==> config.mk <==
export PLATFORM = sky130hd
export DESIGN_NAME = nar_ctrl
export DESIGN_NICKNAME = d
export VERILOG_FILES = /design/src/nar_pkg.sv /design/src/nar_ctrl.sv
export SDC_FILE = /design/constraint.sdc
export NUM_CORES = 1
export LEC_CHECK = 0
export BUFFER_PORTS_ARGS = -buffer_cell sky130_fd_sc_hd__buf_4
export CAP_MARGIN = 20
export CORE_AREA = 2 2 39 41
export CTS_BUF_LIST = sky130_fd_sc_hd__clkbuf_4 sky130_fd_sc_hd__clkbuf_8
export DETAILED_ROUTE_END_ITERATION = 7
export DIE_AREA = 0 0 41 43
export PLACE_DENSITY = 0.66
export SYNTH_ARGS = -nofsm -noshare
export SYNTH_HDL_FRONTEND = slang
export SYNTH_SLANG_ARGS = --single-unit
==> constraint.sdc <==
create_clock -name clk -period 1.15 [get_ports clk]
set_input_delay 0.1725 -clock clk [delete_from_list [all_inputs] [get_ports clk]]
set_output_delay 0.1725 -clock clk [all_outputs]
set_load 0.03 [all_outputs]
==> src/nar_pkg.sv <==
`timescale 1ns / 1ps

package nar_pkg;

  localparam int SYMBOLS    = 256;
  localparam int COUNT_BITS = 16;
  localparam int SYM_BITS   = (SYMBOLS > 1) ? $clog2(SYMBOLS) : 1;
  localparam int TOTAL_BITS = COUNT_BITS + 1;

  localparam logic [COUNT_BITS-1:0] COUNT_MAX = '1;
  localparam logic [TOTAL_BITS-1:0] TOTAL_MAX = '1;

  localparam logic [1:0] MODE_CLEAR = 2'd0;
  localparam logic [1:0] MODE_LOAD  = 2'd1;
  localparam logic [1:0] MODE_EMIT  = 2'd2;

  localparam logic [2:0] ST_ACK        = 3'd0;
  localparam logic [2:0] ST_EMITTED    = 3'd1;
  localparam logic [2:0] ST_IMPOSSIBLE = 3'd2;
  localparam logic [2:0] ST_EMPTY      = 3'd3;
  localparam logic [2:0] ST_OVERFLOW   = 3'd4;

  typedef enum logic [2:0] {
    S_IDLE,
    S_LOAD_WR,
    S_EMIT_CHECK,
    S_SCAN,
    S_DRAIN,
    S_DECIDE,
    S_FIN
  } state_t;

  typedef struct packed {
    logic capture;
    logic clear;
    logic res_ack;
    logic load_read;
    logic load_update;
    logic emit_check;
    logic scan_start;
    logic scan_issue;
    logic emit_finish;
    logic push_out;
  } cmd_t;

  typedef struct packed {
    logic sym_ok;
    logic need_scan;
    logic scan_end;
    logic out_free;
  } stat_t;

endpackage

==> src/nar_ctrl.sv <==
`timescale 1ns / 1ps

module nar_ctrl
  import nar_pkg::*;
(
  input  logic       clk,
  input  logic       rst,
  input  logic       in_valid,
  input  logic [1:0] in_mode,
  output logic       in_ready,
  input  stat_t      stat,
  output cmd_t       cmd
);

  state_t state, state_next;

  always_ff @(posedge clk) begin
    if (rst) begin
      state <= S_IDLE;
    end else begin
      state <= state_next;
    end
  end

  always_comb begin
    state_next = state;
    unique case (state)
      S_IDLE: begin
        if (in_valid) begin
          unique case (in_mode)
            MODE_LOAD: state_next = stat.sym_ok ? S_LOAD_WR : S_FIN;
            MODE_EMIT: state_next = S_EMIT_CHECK;
            default:   state_next = S_FIN;
          endcase
        end
      end
      S_LOAD_WR:    state_next = S_FIN;
      S_EMIT_CHECK: state_next = stat.need_scan ? S_SCAN : S_FIN;
      S_SCAN: begin
        if (stat.scan_end) begin
          state_next = S_DRAIN;
        end
      end
      S_DRAIN:  state_next = S_DECIDE;
      S_DECIDE: state_next = S_FIN;
      S_FIN: begin
        if (stat.out_free) begin
          state_next = S_IDLE;
        end
      end
      default: state_next = S_IDLE;
    endcase
  end

  always_comb begin
    cmd      = '0;
    in_ready = 1'b0;
    unique case (state)
      S_IDLE: begin
        in_ready = 1'b1;
        if (in_valid) begin
          cmd.capture = 1'b1;
          unique case (in_mode)
            MODE_CLEAR: cmd.clear = 1'b1;
            MODE_LOAD: begin
              cmd.load_read = stat.sym_ok;
              cmd.res_ack   = !stat.sym_ok;
            end
            MODE_EMIT: cmd.capture = 1'b1;
            default:   cmd.res_ack = 1'b1;
          endcase
        end
      end
      S_LOAD_WR: cmd.load_update = 1'b1;
      S_EMIT_CHECK: begin
        cmd.emit_check = 1'b1;
        cmd.scan_start = stat.need_scan;
      end
      S_SCAN:   cmd.scan_issue = 1'b1;
      S_DRAIN:  cmd.capture = 1'b0;
      S_DECIDE: cmd.emit_finish = 1'b1;
      S_FIN:    cmd.push_out = stat.out_free;
      default:  cmd = '0;
    endcase
  end

endmodule

; Yosys cells after proc, flatten, opt, wreduce, memory -nomap -nowiden
; Cells that the tools add are included.
[totals]
wordCells = 37
register_bits = 3
out_inout_bits = 11
in_bits = 9
[classes]
n_reduce_logical = 6
muxes = 19
eq_ne = 11
[ops]
columns = op, count
row1 = 3-bit two-way mux, 6
row2 = 3-bit case mux with 6 select lines, 1
row3 = "3-bit == test, second input constant", 3
row4 = 1-bit two-way mux, 8
row5 = "3-bit by 2-bit == test with 1-bit output, second input constant", 2
row6 = "2-bit inequality test, second input constant", 3
row7 = 3-bit case mux with 2 select lines, 1
row8 = 4-bit two-way mux, 1
row9 = 2-bit OR reduction, 2
row10 = "3-bit by 1-bit == test with 1-bit output, second input constant", 1
row11 = 3-bit zero test, 1
row12 = 3-bit AND reduction, 1
row13 = "2-bit by 1-bit == test with 1-bit output, second input constant", 1
row14 = "2-bit == test, second input constant", 1
row15 = 2-bit zero test, 1
row16 = 2-bit two-way mux, 1
row17 = 1-bit case mux with 2 select lines, 1
row18 = 1-bit zero test, 1

; Depth between registers and ports, before layout
[logic_depth]
word_depth = 5
ltp_mapped = 5
mapped_depth_nobuf = 5

; Worst setup path after synthesis
; No wires, ideal clock.
[synth_path]
kind = reg-to-output
from = reg state[0]
to = out cmd[6] (netlist bit)
stages_incl_launch_ff = 5
slack_ns = -0.708
arrival_time_ns = 1.686
path_buffers = 1
required_time_ns = 0.978
path_cell_list = dfxtp_1 clkdlybuf4s18_2 nor3_2 nand2_1 nor2_1
[synth_rtl]
columns = item, line_no
row1 = from (decl), nar_ctrl.sv:15  ; state_t state, state_next;
row2 = from (signal assigned), nar_ctrl.sv:21  ; state <= state_next;
row3 = to (decl), nar_ctrl.sv:12  ; output cmd_t cmd

==> run metrics <==
warnings from Yosys=0; RePlAce Congestion=0.718; final global-route overflow total=0; P_sw=670 uW; clk sinks=3; Slew Viols, Final=0; Final Hold Viols=0; worst skew pair latency=240 ps; Routed Antenna Nets=0; Leak Pwr=0.000406 uW; CTS max path bufs=2; hold_buf cts=0; Root Driver=clkbuf_4; fillers=122; maximum VDD drop=0.00104 V; Final HPWL DP=911 um; hold_ws=116 ps; Comb power frac=0.714; Die Span Y=43 um; # setup viols final=13; setup TNS=-2250 ps; final period utilization=1.20; max reg flops=3; most frequent cells in the layout=buf_4 (24), buf_6 (13), ha_1 (5); pwr/cell area=1890 nW/um^2; WL met1=492 um; Site Rows=14; wire length on met3=48 um; CP Launch Type=register; Achievable Freq=0.727 GHz; Reg power frac=0.149; CTS H-Tree Depth=1; die width=41 um; post-synth design cell area=408 um^2; failing checks=setup timing; crit path kind=reg -> out; cell-internal power=925 uW; placed instance count=95; first drt pass iteration count=1; Max-slew headroom=0.738; TritonCTS clock tree=done; Mapped Cells=51; CP arrival=1200 ps; CP endpoint kind=output pin; vias per inst=4.79; first-pass GRT wire length=1.77 mm; DRT iter0 DRCs=0; via count=503; drt total wl=1.22 mm; Die ar.=1760 um^2; CTS buffer count=3; layout cells sized above 1=0.719; register area share after synthesis=0.147; flip-flop and latch area=68.8 um^2; Max Clock Skew=2.84 ps; area leader, netlist=ha_1; Post-Layout Cell Count=105; biggest regs=state (3); Post-Syn Nets=65; I/O Buffers=19; clk slew on worst S/H paths=40 ps; most common cell after layout, fill and taps aside=buf_4; Worst Tran Pin Value=389 ps; core box area=1380 um^2; top cells by area, synth=ha_1 (15%), dfxtp_1 (15%), nor2_1 (7.4%), a2bb2o_4 (4.9%), inv_1 (4.6%); worst-path fanout max=5; Highest Signal Layer=met4; length of routed met2 wiring=666 um; share of the synthesized area in the top cell type=0.153; Clk pwr share=0.137; Tot GR Track Use=0.145; post-layout util=0.610; routed len/inst=11.7 um; Multi-input gate area=380 um^2; Unique masters post-synth=26; synth-to-layout area growth=107%; Layout Nets=104; outcome=finished with violations; maxcap violations=0; Biggest register=state; diode count=0; DR DRC count=0; Worst Hold Class=in -> reg; IO Count=20; RSZ-0062 raised after global routing=yes; Switching Fraction=0.420; Initial Utilization=0.295; Worst Path Required=980 ps; vias in the first global route=464; Tmin final=1380 ps; Syn Area/Cell=8.00 um^2; initial antenna violation count=0; final setup margin=-225 ps; register bit total from synthesis=3; largest net degree at the start of global routing=11
## layout make-up
cell class | count | area share
Multi-Input combinational cell | 40 | 0.450
Timing Repair Buffer | 37 | 0.387
Sequential cell | 3 | 0.0815
Clock buffer | 4 | 0.0356
Tap cell | 16 | 0.0237
Inverter | 5 | 0.0222
## power groups by stage
stage	sequential (uW)	combinational (uW)	clock (uW)
3_3_place_gp	227	862	0
2_1_floorplan	165	626	0
5_1_grt	244	1210	224
4_1_cts	247	1010	224
6_report	237	1140	219
3_5_place_dp	231	868	0
## critical path, cell delays in order (launching register included)
cell and delay, ps:
dfxtp_4 370, nor3_4 220, nand2_2 140, nor2_4 100, buf_6 130
## Yosys cell counts
cell type,n
nor2_1,8
ha_1,5
inv_1,5
nand2_1,5
dfxtp_1,3
and3_1,2
nand2b_1,2
nor2b_1,2
nor3b_1,2
a21oi_1,1
a221o_2,1
a221oi_1,1
a2bb2o_4,1
and3_2,1
buf_4,1
clkbuf_8,1
clkdlybuf4s18_2,1
mux2_2,1
nand3_2,1
nand3b_1,1
nor3_2,1
o21ai_0,1
o2bb2ai_1,1
o311ai_0,1
o32ai_1,1
or4_4,1
## timing repair
item,CTS,global route
endpoints found under the hold margin,0,0
gates resized for setup,18,8
setup endpoints to repair,14,14
pin swaps,3,4
buffers inserted,1,5
## kinds of logic after synthesis
family                   Yosys count  share of synthesized area
buffers and inverters              8                      0.123
multiplexers                       1                     0.0276
adder cells (fa/ha/maj)            5                      0.153
flip-flops                         3                      0.147
AND/OR/NAND/NOR                   26                      0.362
AO/OA/AOI/OAI                      8                      0.187
## metal layers
layer  vias up  track usage
met5         -            0
met2        17        0.244
li1        252            -
met3         2            0
met1       232        0.176
met4         0       0.0800
## stage by stage
stage / total power [uW] / setup slack [ps] / cell area (um^2)
4_1_cts: 1480 / -242 / 777
2_1_floorplan: 791 / -264 / 447
3_3_place_gp: 1090 / -134 / 671
5_1_grt: 1680 / -285 / 845
6_report: 1600 / -225 / 845
3_5_place_dp: 1100 / -152 / 671
## worst paths after layout
kind | from | endpoint | slack [ps] | cells after the start
hold / removal | rst | state[1] | 120 | 2
hold reg to reg | state[1] | state[1] | 590 | 2
setup / recovery | state[1] | cmd[7] | -230 | 4
setup reg to reg | state[1] | state[0] | -170 | 4
Note: power is estimated with default switching activity, not from simulation.
